### config.mk
export PLATFORM = sky130hd
export DESIGN_NAME = i2c_master_job_sequencer_unit
export DESIGN_NICKNAME = d
export VERILOG_FILES = /design/src/hw/rtl/ijs_pkg.sv /design/src/hw/rtl/ijs_ram.sv /design/src/hw/rtl/ijs_event_decode.sv /design/src/hw/rtl/i2c_master_job_sequencer_unit.sv
export SDC_FILE = /design/constraint.sdc
export NUM_CORES = 1
export LEC_CHECK = 0
export BUFFER_PORTS_ARGS = -buffer_cell sky130_fd_sc_hd__buf_2
export CAP_MARGIN = 40
export CORE_ASPECT_RATIO = 1.75
export CORE_UTILIZATION = 25
export CTS_CLUSTER_SIZE = 14
export DETAILED_ROUTE_END_ITERATION = 7
export GPL_TIMING_DRIVEN = 0
export PLACE_DENSITY_LB_ADDON = 0.2
export SLEW_MARGIN = 20
export SYNTH_ARGS = -nofsm -noshare
export SYNTH_HDL_FRONTEND = slang
export SYNTH_SLANG_ARGS = --single-unit
### constraint.sdc
create_clock -name clk -period 5.39 [get_ports clk]
set_input_delay 0.2695 -clock clk [delete_from_list [all_inputs] [get_ports clk]]
set_output_delay 0.2695 -clock clk [all_outputs]
set_load 0.01 [all_outputs]
### src/hw/rtl/ijs_pkg.sv
// shared types and constants for the i2c master job sequencer
`timescale 1ns / 1ps

package ijs_pkg;

  localparam int IDX_W = 7;
  localparam int IDX_SPAN = 1 << IDX_W;
  localparam logic [IDX_W-1:0] IDX_NONE = 7'h7F;
  localparam logic [7:0] SUBADDR_NONE = 8'hFF;

  localparam int S_DATA_W = 40;
  localparam int M_DATA_W = 40;
  localparam int CFG_IDX_W = 2;
  localparam int CFG_DATA_W = 8;

  // configuration register indexes
  localparam logic [CFG_IDX_W-1:0] REG_TARGET_ADDRESS = 2'd0;
  localparam logic [CFG_IDX_W-1:0] REG_SUB_ADDRESS = 2'd1;
  localparam logic [CFG_IDX_W-1:0] REG_BYTE_COUNT = 2'd2;
  localparam logic [CFG_IDX_W-1:0] REG_READ_MODE = 2'd3;

  // request kinds on tuser
  localparam logic REQ_LOAD = 1'b0;
  localparam logic REQ_EVENT = 1'b1;

  typedef enum logic [1:0] {
    ADDR_NONE = 2'd0,
    ADDR_TX = 2'd1,
    ADDR_RX = 2'd2
  } addr_cmd_t;

  typedef enum logic [1:0] {
    CTL_KEEP = 2'd0,
    CTL_ENABLE = 2'd1,
    CTL_DISABLE = 2'd2
  } ctl_cmd_t;

  typedef enum logic [1:0] {
    POS_KEEP = 2'd0,
    POS_CLEAR = 2'd1,
    POS_SET = 2'd2
  } pos_cmd_t;

  typedef struct packed {
    logic start_sent;
    logic addr_sent;
    logic transfer_done;
    logic rx_ready;
    logic tx_empty;
    logic [7:0] rx_data;
    logic [7:0] rx_data_next;
  } event_t;

  typedef struct packed {
    logic gen_start;
    logic gen_stop;
    addr_cmd_t send_address;
    ctl_cmd_t ack_ctrl;
    pos_cmd_t pos_ctrl;
    ctl_cmd_t buf_irq_ctrl;
    logic tx_valid;
    logic [7:0] tx_data;
    logic [1:0] rx_count;
    logic [7:0] rx_first;
    logic [7:0] rx_second;
    logic job_done;
  } result_t;

  typedef struct packed {
    logic [IDX_W-1:0] byte_index_next;
    logic subaddr_done_next;
    logic wr_first;
    logic wr_second;
    logic [IDX_W-1:0] wr_first_idx;
    logic [IDX_W-1:0] wr_second_idx;
  } update_t;

  function automatic logic [M_DATA_W-1:0] pack_result(input result_t r);
    logic [M_DATA_W-1:0] d;
    d = '0;
    d[0] = r.gen_start;
    d[1] = r.gen_stop;
    d[3:2] = r.send_address;
    d[5:4] = r.ack_ctrl;
    d[7:6] = r.pos_ctrl;
    d[9:8] = r.buf_irq_ctrl;
    d[10] = r.tx_valid;
    d[18:11] = r.tx_data;
    d[20:19] = r.rx_count;
    d[28:21] = r.rx_first;
    d[36:29] = r.rx_second;
    d[37] = r.job_done;
    return d;
  endfunction

endpackage

### src/hw/rtl/ijs_ram.sv
// generic single-port-write ram with registered read
`timescale 1ns / 1ps

module ijs_ram #(
  parameter int WIDTH = 8,
  parameter int DEPTH = 32
) (
  input  logic clk,
  input  logic we,
  input  logic [(DEPTH > 1 ? $clog2(DEPTH) : 1)-1:0] waddr,
  input  logic [WIDTH-1:0] wdata,
  input  logic [(DEPTH > 1 ? $clog2(DEPTH) : 1)-1:0] raddr,
  output logic [WIDTH-1:0] rdata
);

  logic [WIDTH-1:0] mem [DEPTH];

  always_ff @(posedge clk) begin
    if (we) begin
      mem[waddr] <= wdata;
    end
    rdata <= mem[raddr];
  end

endmodule

### src/hw/rtl/ijs_event_decode.sv
// status event decode: commands, result fields and next index state
`timescale 1ns / 1ps

module ijs_event_decode
  import ijs_pkg::*;
(
  input  event_t ev,
  input  logic [IDX_W-1:0] byte_index,
  input  logic subaddr_done,
  input  logic [7:0] buf_rdata,
  input  logic [7:0] sub_address,
  input  logic [5:0] byte_count,
  input  logic read_mode,
  output result_t res,
  output update_t upd
);

  logic [IDX_W-1:0] len;
  logic [IDX_W-1:0] idx_p1;
  logic [IDX_W-1:0] idx_p2;
  logic [IDX_W-1:0] idx_p3;
  logic [IDX_W-1:0] idx_p4;
  logic rd_phase;

  always_comb begin
    len = IDX_W'(byte_count);
    idx_p1 = byte_index + IDX_W'(1);
    idx_p2 = byte_index + IDX_W'(2);
    idx_p3 = byte_index + IDX_W'(3);
    idx_p4 = byte_index + IDX_W'(4);
    rd_phase = read_mode && subaddr_done;

    res = '0;
    upd = '0;
    upd.byte_index_next = byte_index;
    upd.subaddr_done_next = subaddr_done;
    upd.wr_first_idx = byte_index;
    upd.wr_second_idx = idx_p1;

    if (ev.start_sent) begin
      res.pos_ctrl = POS_CLEAR;
      res.ack_ctrl = CTL_ENABLE;
      upd.byte_index_next = '0;
      if (read_mode && (subaddr_done || sub_address == SUBADDR_NONE)) begin
        upd.subaddr_done_next = 1'b1;
        if (len == IDX_W'(2)) begin
          res.pos_ctrl = POS_SET;
        end
        res.send_address = ADDR_RX;
      end else begin
        res.send_address = ADDR_TX;
        // subaddress still to go: tx empty sends it first
        if (!subaddr_done) begin
          upd.byte_index_next = IDX_NONE;
        end
      end
    end else if (ev.addr_sent) begin
      if (rd_phase) begin
        case (len)
          IDX_W'(1): begin
            res.ack_ctrl = CTL_DISABLE;
            res.gen_stop = 1'b1;
            res.buf_irq_ctrl = CTL_ENABLE;
          end
          IDX_W'(2): begin
            res.ack_ctrl = CTL_DISABLE;
            res.buf_irq_ctrl = CTL_DISABLE;
          end
          IDX_W'(3): begin
            res.buf_irq_ctrl = CTL_DISABLE;
          end
          default: begin
            res.buf_irq_ctrl = CTL_ENABLE;
          end
        endcase
      end else begin
        res.buf_irq_ctrl = CTL_ENABLE;
      end
    end else if (ev.transfer_done) begin
      if (rd_phase) begin
        res.gen_stop = 1'b1;
        res.rx_count = 2'd2;
        res.rx_first = ev.rx_data;
        res.rx_second = ev.rx_data_next;
        upd.wr_first = 1'b1;
        upd.wr_second = 1'b1;
        if (len > IDX_W'(2)) begin
          res.ack_ctrl = CTL_DISABLE;
          res.buf_irq_ctrl = CTL_ENABLE;
          upd.byte_index_next = idx_p2;
        end else begin
          upd.byte_index_next = idx_p3;
        end
      end else if (subaddr_done || !read_mode) begin
        res.gen_stop = 1'b1;
        upd.byte_index_next = idx_p1;
      end else begin
        // subaddress sent for a read: repeated start
        res.gen_start = 1'b1;
        upd.subaddr_done_next = 1'b1;
      end
    end else if (ev.rx_ready) begin
      res.rx_count = 2'd1;
      res.rx_first = ev.rx_data;
      upd.wr_first = 1'b1;
      upd.byte_index_next = idx_p1;
      if (len == idx_p4) begin
        res.buf_irq_ctrl = CTL_DISABLE;
      end
      if (len == idx_p1) begin
        upd.byte_index_next = idx_p2;
      end
    end else if (ev.tx_empty) begin
      res.tx_valid = 1'b1;
      if (byte_index != IDX_NONE) begin
        res.tx_data = buf_rdata;
        upd.byte_index_next = idx_p1;
        if (len == idx_p1) begin
          res.buf_irq_ctrl = CTL_DISABLE;
        end
      end else begin
        upd.byte_index_next = '0;
        res.tx_data = sub_address;
        if (read_mode || len == '0) begin
          res.buf_irq_ctrl = CTL_DISABLE;
        end
      end
    end

    // completion check runs on every event, flagged or not
    if (upd.byte_index_next == len + IDX_W'(1)) begin
      upd.subaddr_done_next = 1'b0;
      res.job_done = 1'b1;
    end
  end

endmodule

### src/hw/rtl/i2c_master_job_sequencer_unit.sv
// top level of the i2c master job sequencer
`timescale 1ns / 1ps

// Sequences one I2C master job (register write, or register read with a
// repeated start) from peripheral status events. Each request on the slave
// stream is either a write-buffer load (tuser 0) or a status event (tuser 1)
// and yields exactly one result on the master stream, in the cycle after it
// is accepted. A request is taken every cycle while the output register is
// free or being drained; the one exception is a two-byte receive event,
// which writes both bytes into the job buffer and holds off the next request
// while the second byte is written, because the buffer RAM has a single
// write port. The job buffer is a BUF_DEPTH-entry RAM read ahead at the
// index the next request will see, with a forwarding register for a write
// to the entry being read. It is not cleared after reset: a write job must
// load every byte it sends. The seven-bit slave address register is applied
// by the peripheral driver outside this block; writes to it are accepted and have no effect here.
module i2c_master_job_sequencer_unit
  import ijs_pkg::*;
#(
  parameter int BUF_DEPTH = 32
) (
  input  logic clk,
  input  logic rst,
  input  logic s_tvalid,
  output logic s_tready,
  // buf_index, buf_data, flag_start_sent, flag_addr_sent, flag_transfer_done,
  // flag_rx_ready, flag_tx_empty, rx_data, rx_data_next, zero fill
  input  logic [S_DATA_W-1:0] s_tdata,
  // req_type
  input  logic s_tuser,
  output logic m_tvalid,
  input  logic m_tready,
  // gen_start, gen_stop, send_address, ack_ctrl, pos_ctrl, buf_irq_ctrl,
  // tx_valid, tx_data, rx_count, rx_first, rx_second, job_done, zero fill
  output logic [M_DATA_W-1:0] m_tdata,
  input  logic cfg_we,
  input  logic [CFG_IDX_W-1:0] cfg_index,
  input  logic [CFG_DATA_W-1:0] cfg_data
);

  localparam int AW = BUF_DEPTH > 1 ? $clog2(BUF_DEPTH) : 1;

  // configuration
  logic [7:0] sub_address;
  logic [5:0] byte_count;
  logic read_mode;

  // job state
  logic [IDX_W-1:0] byte_index;
  logic subaddr_done;

  // second received byte waiting for the write port
  logic pend_valid;
  logic [AW-1:0] pend_addr;
  logic [7:0] pend_data;

  // buffer ram and forwarding
  logic ram_we;
  logic [AW-1:0] ram_waddr;
  logic [7:0] ram_wdata;
  logic [AW-1:0] ram_raddr;
  logic [7:0] ram_rdata;
  logic fwd_hit;
  logic [7:0] fwd_data;
  logic [7:0] buf_rdata;

  logic [AW-1:0] addr_lut [IDX_SPAN];

  logic accept;
  logic is_event;
  logic load_in_range;
  logic [4:0] in_buf_index;
  logic [7:0] in_buf_data;
  event_t ev;
  result_t res;
  update_t upd;
  logic [IDX_W-1:0] idx_ahead;

  // index pattern to buffer position, folded at elaboration
  for (genvar g = 0; g < IDX_SPAN; g++) begin : g_lut
    assign addr_lut[g] = AW'(g % BUF_DEPTH);
  end

  assign in_buf_index = s_tdata[4:0];
  assign in_buf_data = s_tdata[12:5];
  assign ev.start_sent = s_tdata[13];
  assign ev.addr_sent = s_tdata[14];
  assign ev.transfer_done = s_tdata[15];
  assign ev.rx_ready = s_tdata[16];
  assign ev.tx_empty = s_tdata[17];
  assign ev.rx_data = s_tdata[25:18];
  assign ev.rx_data_next = s_tdata[33:26];

  assign s_tready = (!m_tvalid || m_tready) && !pend_valid;
  assign accept = s_tvalid && s_tready;
  assign is_event = (s_tuser == REQ_EVENT);
  assign load_in_range = 9'(in_buf_index) < 9'(BUF_DEPTH);
  assign buf_rdata = fwd_hit ? fwd_data : ram_rdata;

  ijs_event_decode u_decode (
    .ev           (ev),
    .byte_index   (byte_index),
    .subaddr_done (subaddr_done),
    .buf_rdata    (buf_rdata),
    .sub_address  (sub_address),
    .byte_count   (byte_count),
    .read_mode    (read_mode),
    .res          (res),
    .upd          (upd)
  );

  // write port: pending byte first, then loads, then received bytes
  always_comb begin
    ram_we = 1'b0;
    ram_waddr = pend_addr;
    ram_wdata = pend_data;
    if (pend_valid) begin
      ram_we = 1'b1;
    end else if (accept && !is_event) begin
      ram_we = load_in_range;
      ram_waddr = AW'(in_buf_index);
      ram_wdata = in_buf_data;
    end else if (accept && upd.wr_first) begin
      ram_we = 1'b1;
      ram_waddr = addr_lut[upd.wr_first_idx];
      ram_wdata = ev.rx_data;
    end
  end

  // read ahead at the index the next request will see
  assign idx_ahead = (accept && is_event) ? upd.byte_index_next : byte_index;
  assign ram_raddr = addr_lut[idx_ahead];

  ijs_ram #(
    .WIDTH (8),
    .DEPTH (BUF_DEPTH)
  ) u_buf (
    .clk   (clk),
    .we    (ram_we),
    .waddr (ram_waddr),
    .wdata (ram_wdata),
    .raddr (ram_raddr),
    .rdata (ram_rdata)
  );

  always_ff @(posedge clk) begin
    if (rst) begin
      sub_address <= SUBADDR_NONE;
      byte_count <= '0;
      read_mode <= 1'b0;
      byte_index <= '0;
      subaddr_done <= 1'b0;
      pend_valid <= 1'b0;
      fwd_hit <= 1'b0;
      m_tvalid <= 1'b0;
    end else begin
      if (cfg_we) begin
        case (cfg_index)
          REG_SUB_ADDRESS: sub_address <= cfg_data;
          REG_BYTE_COUNT: byte_count <= cfg_data[5:0];
          REG_READ_MODE: read_mode <= cfg_data[0];
          default: begin
            // slave address is used by the peripheral driver only
          end
        endcase
      end

      if (accept && is_event) begin
        byte_index <= upd.byte_index_next;
        subaddr_done <= upd.subaddr_done_next;
      end

      if (pend_valid) begin
        pend_valid <= 1'b0;
      end else if (accept && is_event && upd.wr_second) begin
        pend_valid <= 1'b1;
      end

      fwd_hit <= ram_we && (ram_waddr == ram_raddr);

      if (accept) begin
        m_tvalid <= 1'b1;
      end else if (m_tready) begin
        m_tvalid <= 1'b0;
      end
    end
  end

  always_ff @(posedge clk) begin
    if (!pend_valid) begin
      pend_addr <= addr_lut[upd.wr_second_idx];
      pend_data <= ev.rx_data_next;
    end
    fwd_data <= ram_wdata;
    if (accept) begin
      m_tdata <= is_event ? pack_result(res) : '0;
    end
  end

endmodule

---- Word level (Yosys, flattened, before mapping) ----
Memory sizes are Yosys's and may differ from the RTL's. A register that Yosys moved wholly into a read port is not among the register bits.
Cells that the tools add are included.
operators by class
  magnitude comparators ................... 3
  bitwise operators ....................... 7
  reduce and logical (&&, ||, !) cells .... 36
  equal/unequal tests ..................... 16
  multiplexer cells ....................... 77
  $add $sub $neg .......................... 5
operators with widths
  cell                 count
  $mux 7               11
  $mux 8               6
  $mux 2               22
  $mux 5               7
  $mux 1               26
  $not 7->8            3
  $mux 10              2
  $mux 18              1
  $ge 8x8->1 const B   2
  $reduce_or 5->1      3
  $add 7x2->7 const B  2
  $eq 6x7->1           2
  $eq 6x2->1 const B   2
  $mux 11              1
  $logic_and 1x1->1    9
  $mux 9               1
  $eq 8x8->1 const B   1
  $reduce_and 2->1     4
  $reduce_or 2->1      4
  $add 6x1->7 const B  1
  $add 7x1->7 const B  1
  $add 7x3->7 const B  1
  $eq 7x7->1           1
  $ne 7x7->1 const B   1
  other kinds (18)     30
storage, ports and cells
  logic and storage cells ................. 168
  memories ................................ 4
  RAM bits ................................ 256
  output and inout port bits .............. 42
  bits in read-only memories .............. 1920
  flip-flop bits (word level) ............. 82
  input port bits ......................... 56
memories
  name              words  bits a word  read ports  clocked after memory_dff  wr ports  line                                  text
  (name not given)  128    5            1           1                         0         i2c_master_job_sequencer_unit.sv:191  pend_addr <= addr_lut[upd.wr_second_idx];
  (name not given)  128    5            1           0                         0         i2c_master_job_sequencer_unit.sv:132  assign ram_raddr = addr_lut[idx_ahead];
  (name not given)  128    5            1           0                         0         i2c_master_job_sequencer_unit.sv:125  ram_waddr = addr_lut[upd.wr_first_idx];
  u_buf.mem         32     8            1           1                         1         ijs_ram.sv:16                         logic [WIDTH-1:0] mem [DEPTH];

---- Longest topological paths before layout ----
Gate-level depths: netlist of the first run.
  depth in word-level cells ............... 14
  mapped depth ............................ 17
  gate-level depth less buffers ........... 12

---- Modules after synthesis ----
From an unflattened synthesis of the first run, not the netlist that was laid out.
second synthesis, totals
  cell total of the unflattened synthesis .. 1088
  area total of the unflattened synthesis .. 15932.8 µm²
by module, submodules not included
  module                         cells each  area an instance (µm²)  sequential area each (µm²)  times used
  ijs_ram                        417         10053.4                 7847.5                      1
  i2c_master_job_sequencer_unit  305         3528.4                  2212.1                      1
  ijs_event_decode               366         2351.0                  0.0                         1

---- Least setup slack after synthesis of the first run ----
No wires, ideal clock.
  path kind ............................... reg2reg
  from .................................... register m_tvalid
  to ...................................... memory u_buf.mem[0][0] (data pin)
  required time ........................... 4.929 ns
  cell stages (with the launch flop) ...... 7
  clock period less this slack ............ 5.092 ns
  library setup time ...................... 0.461 ns
  data arrival time ....................... 4.631 ns
  path buffers ............................ 1
  setup slack ............................. 0.298 ns
  cells stage by stage .................... dfxtp_1 nor2b_1 nor2_1 o211ai_1 buf_2 mux2i_1 o21ai_0
between the ends
  cells in the longest elaborated chain, start to end .. 8
RTL lines
  item                    line                                  text
  from (decl)             i2c_master_job_sequencer_unit.sv:31   output logic m_tvalid,
  from (signal assigned)  i2c_master_job_sequencer_unit.sv:155  m_tvalid <= 1'b0;
  from (signal assigned)  i2c_master_job_sequencer_unit.sv:182  m_tvalid <= 1'b1;
  from (signal assigned)  i2c_master_job_sequencer_unit.sv:184  m_tvalid <= 1'b0;
  $logic_not 1->1 *       i2c_master_job_sequencer_unit.sv:94   assign s_tready = (!m_tvalid || m_tready) && !pend_valid;
  $logic_or 1x1->1 *      i2c_master_job_sequencer_unit.sv:94
  $logic_and 1x1->1 *     i2c_master_job_sequencer_unit.sv:94
  $logic_and 1x1->1 *     i2c_master_job_sequencer_unit.sv:95   assign accept = s_tvalid && s_tready;
  net accept              i2c_master_job_sequencer_unit.sv:69   logic accept;
  $logic_and 1x1->1       i2c_master_job_sequencer_unit.sv:123  end else if (accept && upd.wr_first) begin
  $mux 8                  i2c_master_job_sequencer_unit.sv:123
  $mux 8 *                i2c_master_job_sequencer_unit.sv:119  end else if (accept && !is_event) begin
  $mux 8 *                i2c_master_job_sequencer_unit.sv:117  if (pend_valid) begin
  net ram_wdata[0]        i2c_master_job_sequencer_unit.sv:60   logic [7:0] ram_wdata;
  to (decl)               ijs_ram.sv:16
The timed path passes the listed nets; every way through them passes the cells marked *.

---- Final worst setup path of the first run ----
  from .................................... register byte_index[0]
  to ...................................... register u_buf.rdata[7] (read register of u_buf.mem)
between the ends
  cells in the longest elaborated chain, start to end .. 12
RTL lines
  item                                         line                                              text
  from (decl)                                  i2c_master_job_sequencer_unit.sv:49               logic [IDX_W-1:0] byte_index;
  from (signal assigned)                       i2c_master_job_sequencer_unit.sv:169              byte_index <= upd.byte_index_next;
  $add 7x1->7 *                                ijs_event_decode.sv:27                            idx_p1 = byte_index + IDX_W'(1);
  net u_decode.idx_p1[0]                       ijs_event_decode.sv:19                            logic [IDX_W-1:0] idx_p1;
  $eq 6x7->1 / $mux 7 (equally long branches)  ijs_event_decode.sv:110, ijs_event_decode.sv:115
  $mux 7, on equally long branches             ijs_event_decode.sv:110, ijs_event_decode.sv:113
  $mux 7                                       ijs_event_decode.sv:102                           end else if (ev.rx_ready) begin
  $mux 7 *                                     ijs_event_decode.sv:79                            end else if (ev.transfer_done) begin
  $mux 10 *                                    ijs_event_decode.sv:57                            end else if (ev.addr_sent) begin
  $mux 8 *                                     ijs_event_decode.sv:40                            if (ev.start_sent) begin
  $mux 7 *                                     --
  $not 7->8 (not written as such) *            i2c_master_job_sequencer_unit.sv:132
  $mem_v2 128x5 *                              --
  $mux 5 (not written as such) * (2 in a row)  i2c_master_job_sequencer_unit.sv:132
  to (decl)                                    ijs_ram.sv:13                                     output logic [WIDTH-1:0] rdata
The timed path passes the listed nets; every way through them passes the cells marked *. The select of a mux whose other input is x is not followed.
A chain may end at the register's enable or synchronous reset.

==> results of run 1 <==
per-stage QoR:
stage               total power (W)  instance area (µm²)  setup TNS [ps]  std cells
floorplan                   0.00360                15600               0       1155
global placement            0.00391                17100        -1493850       2036
detailed placement          0.00395                17400               0       2050
CTS                         0.00643                18700               0       2128
global route                0.00656                18800               0       2134
finish                      0.00635                18800               0       2135
cell usage in the layout (no fill, tap or decap), drive strengths merged, types with 12 or more instances in the layout:
master         n
a21oi         37
dfxtp         42
xnor2         16
nor2          91
nand4         12
a211oi        15
o22ai         35
buf          151
nand3         18
edfxtp       307
inv           14
and2          21
nor4          14
clkbuf        72
o21ai         24
dlygate4sd3   15
nor3          17
nand2         77
mux2i        218
area by class of cell:
type	instances	area share, %
Clock inverter	15	0.851
Multi-Input combinational cell	726	28.2
Sequential cell	349	53.5
Antenna cell	1	0.0133
Inverter	13	0.259
Buffer	65	1.84
Timing Repair Buffer	125	4.92
Tap cell	793	5.27
Clock buffer	48	5.14
metal layers:
layer | up-vias | track usage (%) | wire (µm)
li1 | 4707 | - | -
met2 | 307 | 31.4 | 28700
met3 | 118 | 1.84 | 1600
met4 | 0 | 8.63 | 2810
met1 | 5042 | 14.8 | 16700
met5 | - | 0 | 0
flip-flops by register name, indices dropped and copies added, names as in the netlist, named ones only:
| signal | flops |
|---|---|
| sub_address | 8 |
| read_mode | 1 |
| fwd_hit | 1 |
| subaddr_done | 1 |
| pend_data | 8 |
| m_tvalid | 1 |
| pend_addr | 5 |
| m_tdata | 38 |
| pend_valid | 1 |
| fwd_data | 8 |
| u_buf.rdata | 8 |
| u_buf.mem | 256 |
| byte_count | 6 |
| byte_index | 5 |
worst reg2reg max path, delay by kind of cell, from the launching register on:
| family | cells | cell delay, ps |
|---|---|---|
| AOI/OAI and AO/OA | 2 | 530 |
| xor gates and xnor gates | 1 | 180 |
| adders and majority gates | 1 | 470 |
| buffers and inverters | 5 | 1290 |
| DFF | 1 | 330 |
| muxes | 2 | 430 |
| and+or+nand+nor | 5 | 1700 |
logic make-up (layout without fill, tap and decap cells):
logic type      after synthesis  count (layout)
fa+ha+maj                     9               9
simple gates                302             302
buf+inv                      80             266
mux                         218             218
other cells                   1               3
flops                       349             349
compound gates              170             170
xor+xnor                     25              25
how the worst min path moves through the flow:
stage / start / to / slack, ps / cells past startpoint
floorplan: rst / byte_index[0] / 340 / 1
global placement: s_tdata[31] / pend_data[5] / 480 / 1
detailed placement: s_tdata[31] / pend_data[5] / 480 / 1
CTS: s_tdata[20] / m_tdata[23] / 0.4 / 2
global route: s_tdata[23] / m_tdata[26] / 20 / 2
finish: s_tdata[20] / m_tdata[23] / 20 / 2
what timing repair did:
item                                    CTS  global route
endpoints found under the setup margin    0             8
buffers inserted                          0             0
hold buffers                             15             0
gates resized for setup                   0             5
hold endpoints to repair                 16             0
power by group:
group	switching, W	internal [W]
Sequential	0.0000260	0.00303
Combinational	0.000540	0.000304
Clock	0.00105	0.00141
Total	0.00161	0.00474
==> reports/metrics.cfg, run 1 <==
[worst_setup_path]
slowest_delay_ps = 630
r2r-end = u_buf.rdata[7]
crit_path_end = u_buf.rdata[7]
r2r_slack_ps = 310
critical_path_class = reg2reg
cp_num_buf_inv = 5
path_cells = clkbuf_2 > buf_2 > inv_1 > ha_1 > xor2_1 > a211oi_1 > nand3_2 > or4_1 > nand4_1 > nand2_2 > buf_6 > buf_4 > mux2i_1 > mux2i_1 > o22ai_1 > nor4_1
cp_slowest_cell = or4_1
critPathArrivalTime_ps = 5470
crit_fanout = 10
required_ps = 5780
regToRegStartpoint = byte_index[0]
crit_family = simple AND/OR/NAND/NOR gates
worstSetupEndpointType = register
cpMostUsedCell = mux2i_1
start_kind = register
worst_r2r_path_depth = 16
cp.depth = 16
critical_path.startpoint = byte_index[0]

[synthesis]
synth_edf_count = 307
synth.area.mux_share_pct = 14.0
synth_area_leaders = edfxtp_1 59%, mux2i_1 14%, dfxtp_1 5.4%
synthXorXnorAreaFrac_pct = 1.55
async_flop_share_pct = 0
synthAdderAreaFrac_pct = 0.721
synth_most_common_cell = edfxtp_1
yosys.area_share.simple_pct = 9.37
synth_top_family_by_area = multiplexers
netlist_area_um2 = 15600
synth_seq_cells = 349
synth.avg_cell_area_um2 = 13.5
synthTopCellsByCount = 307 x edfxtp_1, 218 x mux2i_1, 91 x nor2_1
yosysSeqAreaShare_pct = 64.4
synth_top_cell_area_share_pct = 59.0
synthCells = 1154
synth_cell_type_count = 69
yosys.area.top_type = edfxtp_1
synth_compound_area_share_pct = 7.45
yosys_warnings = 0
ys.flop_type = edfxtp_1

[die]
core_um2 = 61600
die_w_um = 191
dieHeight_um = 333
row_count = 120
dieArea_um2 = 63600
ios = 98
start_util_pct = 25.4

[status]
status = finished, final reports clean

[cts]
clock_path_buffers = 3
clk_pin_slew_ps = 60
clock-sinks = 349
root_buffer = clkbuf_16
htreeDepth = 2
cts_made_buffers = 35
clkLatencyLatePin_ps = 550
cts_tree = yes

[sta]
relSlewSlack_pct = 40.0
slew_violations = 0
finalCritPeriodShare_pct = 94.3
skew_ps = 21.2
max_freq_ghz = 0.197
hold_violations = 0
tightest_slew_ps = 886
setup_viol = 0
fin_crit_ps = 5080
worst_hold_slack_ps = 22.2
setup_slack_ps = 308
rsz0062_at_grt = false

[detailed_routing]
drcViolationCount = 0
finalWirelength_um = 49900
routedWlPerCell_um = 23.4
routed_via_density = 4.77
vias = 10200
ant_nets = 0
drtIter0Drc = 609
drt-pass1-iter-count = 5

[placement]
hpwl_um = 37300
gp_congestion = 0.950
place_ws_ps = 58.5
io_buffer_count = 88

[finish]
seq_area_um2 = 10100
final_core_util_pct = 30.6
fin_nets = 1380
area_growth_pct = 20.4
multi_input_area_um2 = 5310
fillers = 6193
layout-drive-gt1-share_pct = 16.4

[job]
maxCapViolCount = 0

[global_route]
antenna_found_initial = 0
grt_usage_pct = 15.7
grt_pass1_wl_um = 71400
grt_max_degree = 30
overflow = 0
grt_pass1_vias = 10400

[worst_hold_path]
hp-class = in2reg

[power]
leakagePower_nw = 6.58
ir_drop_mv = 0.236
pwr_density_cell_nw_per_um2 = 338

Power figures use the tool's default switching activity.
==> inputs of run 2 (changes only) <==
--- a/config.mk
+++ b/config.mk
@@ -5,6 +5,7 @@
 export SDC_FILE = /design/constraint.sdc
 export NUM_CORES = 1
 export LEC_CHECK = 0
+export ABC_AREA = 1
 export BUFFER_PORTS_ARGS = -buffer_cell sky130_fd_sc_hd__buf_2
 export CAP_MARGIN = 40
 export CORE_ASPECT_RATIO = 1.75
==> run 2 against run 1 <==
Power is 3.6% higher; count of clock-buffer cells in the layout is 1 lower; sequential power hardly changed; setup slack worse by 180 ps; die area is 6.4% higher; flip-flop and latch count stayed put; final area is 6.3% higher; largest power group unchanged; hold slack better by 12 ps; first-iteration DRC count is 11% higher; core utilization is 0.091 points lower; global-route usage is 2.2 points higher; synthesized area is 6.4% higher.
==> reports/metrics.cfg, run 2 <==
[synthesis]
synthTopCellsByCount = 321 x nand2_1, 316 x nand3_1, 307 x edfxtp_1
synth.avg_cell_area_um2 = 9.60
yosys_warnings = 0
netlist_area_um2 = 16600
async_flop_share_pct = 0
synth_edf_count = 307
synth_top_cell_area_share_pct = 55.4
yosysSeqAreaShare_pct = 60.5
synth_area_leaders = edfxtp_1 55%, nand3_1 9.5%, nand2_1 7.2%
synth_most_common_cell = nand2_1
yosys.area.top_type = edfxtp_1
synthCells = 1733
synth_cell_type_count = 42
ys.flop_type = edfxtp_1
synth_seq_cells = 349

[global_route]
grt_pass1_wl_um = 86600
grt_pass1_vias = 13000
grt_max_degree = 25
overflow = 0
grt_usage_pct = 17.8
antenna_found_initial = 0

[worst_hold_path]
hold-path-cell-count = 3
min_from = cfg_index[1]
hp-class = in2reg
min_to = read_mode

[placement]
gp_congestion = 0.899
hpwl_um = 45900
io_buffer_count = 87
placed_cells = 2724

[status]
status = finished, final reports clean

[die]
dieArea_um2 = 67600
core_um2 = 65600
die_w_um = 197
start_util_pct = 25.3
ios = 98
dieHeight_um = 343
row_count = 124

[worst_setup_path]
cp_slowest_cell = nor2_1
slowest_delay_ps = 870
r2r-end = u_buf.mem[2][6]
regToRegStartpoint = read_mode
r2r_slack_ps = 130
crit_fanout = 10
crit_family = simple AND/OR/NAND/NOR gates
cp_num_buf_inv = 4
start_kind = register
cpMostUsedCell = nand2_1
critPathArrivalTime_ps = 5430
worstSetupEndpointType = register
critical_path_class = reg2reg
path_cells = clkbuf_1 > nand2_1 > inv_1 > nand2_1 > nand2_1 > nand2_1 > clkbuf_1 > o21ai_0 > o21ai_0 > inv_1 > nand3_1 > nor2_1
worst_r2r_path_depth = 12
required_ps = 5560

[power]
leakagePower_nw = 8.16
ir_drop_mv = 0.196
pwr_density_cell_nw_per_um2 = 329

[finish]
regMostFlops = u_buf.mem
finalNonFillerCells = 2813
fillers = 6880
insertedDiodeCount = 0
final_core_util_pct = 30.5
largestRegisters = u_buf.mem x256, m_tdata x38
fin_nets = 1968
seq_area_um2 = 10100
layout_common_cells = 321 x nand2_1, 316 x nand3_1, 307 x edfxtp_1
layout-drive-gt1-share_pct = 14.0
largest_register_ffs = 256
final_common_cell = nand2_1
area_growth_pct = 20.2
multi_input_area_um2 = 5170

[cts]
root_buffer = clkbuf_16
htreeDepth = 2
cts_setup_buffers = 0
ctsResizeCount = 0
cts_tree = yes
clk_pin_slew_ps = 60
clkLatencyLatePin_ps = 560
clock-sinks = 349
cts-hold-fix-buffers = 16
clock_path_buffers = 3
cts_made_buffers = 36

[detailed_routing]
vias = 12700
routed_via_density = 4.52
drcViolationCount = 0
finalWirelength_um = 59800
ant_nets = 0
drtIter0Drc = 678
drt-pass1-iter-count = 5
routedWlPerCell_um = 21.3

[sta]
skew_ps = 15.8
relSlewSlack_pct = 43.0
finalCritPeriodShare_pct = 97.6
tns_ps = 0
hold_violations = 0
rsz0062_at_grt = false
setup_viol = 0
tightest_slew_ps = 852
worst_hold_slack_ps = 34.2
slew_violations = 0
max_freq_ghz = 0.190
fin_crit_ps = 5260

[job]
maxCapViolCount = 0

[run 2: cell types whose count changed after synthesis, sizes merged, moves of 14 or more]
cell    change
o22ai      -31
a21oi      +21
buf        +25
a211oi     -15
inv       +254
mux2i     -218
xnor2      -14
nor4       -14
nand3b     +71
and2       -21
nand2     +252
o21ai      +52
nand3     +299
[run 2: metrics by stage]
step	cell area (µm²)	worst slack, ps	power [W]
final	20000	130	0.00658
after global routing	20000	48.9	0.00681
after CTS	19900	204	0.00665
after detailed placement	18600	211	0.00413
after global placement	18200	-3500	0.00409
after floorplan	16600	1890	0.00366
[run 2: worst max path at each step]
| stage | start | slack [ps] | end | cells past startpoint |
|---|---|---|---|---|
| final | read_mode | 130 | u_buf.mem[2][6] | 12 |
| after global routing | read_mode | 50 | u_buf.mem[2][6] | 12 |
| after CTS | read_mode | 200 | u_buf.mem[26][3] | 12 |
| after detailed placement | read_mode | 210 | u_buf.mem[26][5] | 12 |
| after global placement | read_mode | -3500 | u_buf.mem[15][3] | 11 |
| after floorplan | read_mode | 1890 | u_buf.mem[0][0] | 11 |
[run 2: cell families after synthesis]
group | after synthesis | share of synthesized area, %
other cells | 1 | 0.0225
flops | 349 | 60.5
xor+xnor | 16 | 0.842
fa+ha+maj | 9 | 0.677
buf+inv | 355 | 9.03
simple gates | 852 | 24.0
compound gates | 151 | 4.99
[run 2: area by class of cell]
cell class	instances	area share [%]
Inverter	270	5.07
Timing Repair Buffer	131	5.06
Sequential cell	349	50.3
Buffer	85	2.45
Tap cell	882	5.52
Multi-Input combinational cell	1030	25.8
Clock buffer	47	4.97
Clock inverter	19	0.776
[run 2: layer usage]
metal	routed length, µm	part of all wire [%]	global-route usage [%]	vias to the layer above
met5	0	0	0	-
met4	4050	6.8	11.6	0
met3	1800	3.0	1.67	139
met2	33300	56	35.6	379
met1	20600	34	17.1	6038
li1	-	-	-	6153
[run 2: report_power, final]
| group | internal [W] | switching [W] | total, W | leakage (nW) |
|---|---|---|---|---|
| Clock | 0.00141 | 0.00110 | 0.00251 | 0.563 |
| Sequential | 0.00304 | 0.0000288 | 0.00306 | 3.18 |
| Combinational | 0.000297 | 0.000714 | 0.00101 | 4.42 |
| Total | 0.00474 | 0.00184 | 0.00658 | 8.16 |
[run 2: worst register-to-register path: stages, from the launching register on]
cell	delay [ps]
dfxtp_1	300
clkbuf_1	500
nand2_1	420
inv_1	430
nand2_1	310
nand2_1	260
nand2_1	150
clkbuf_1	270
o21ai_0	420
o21ai_0	290
inv_1	160
nand3_1	500
nor2_1	870
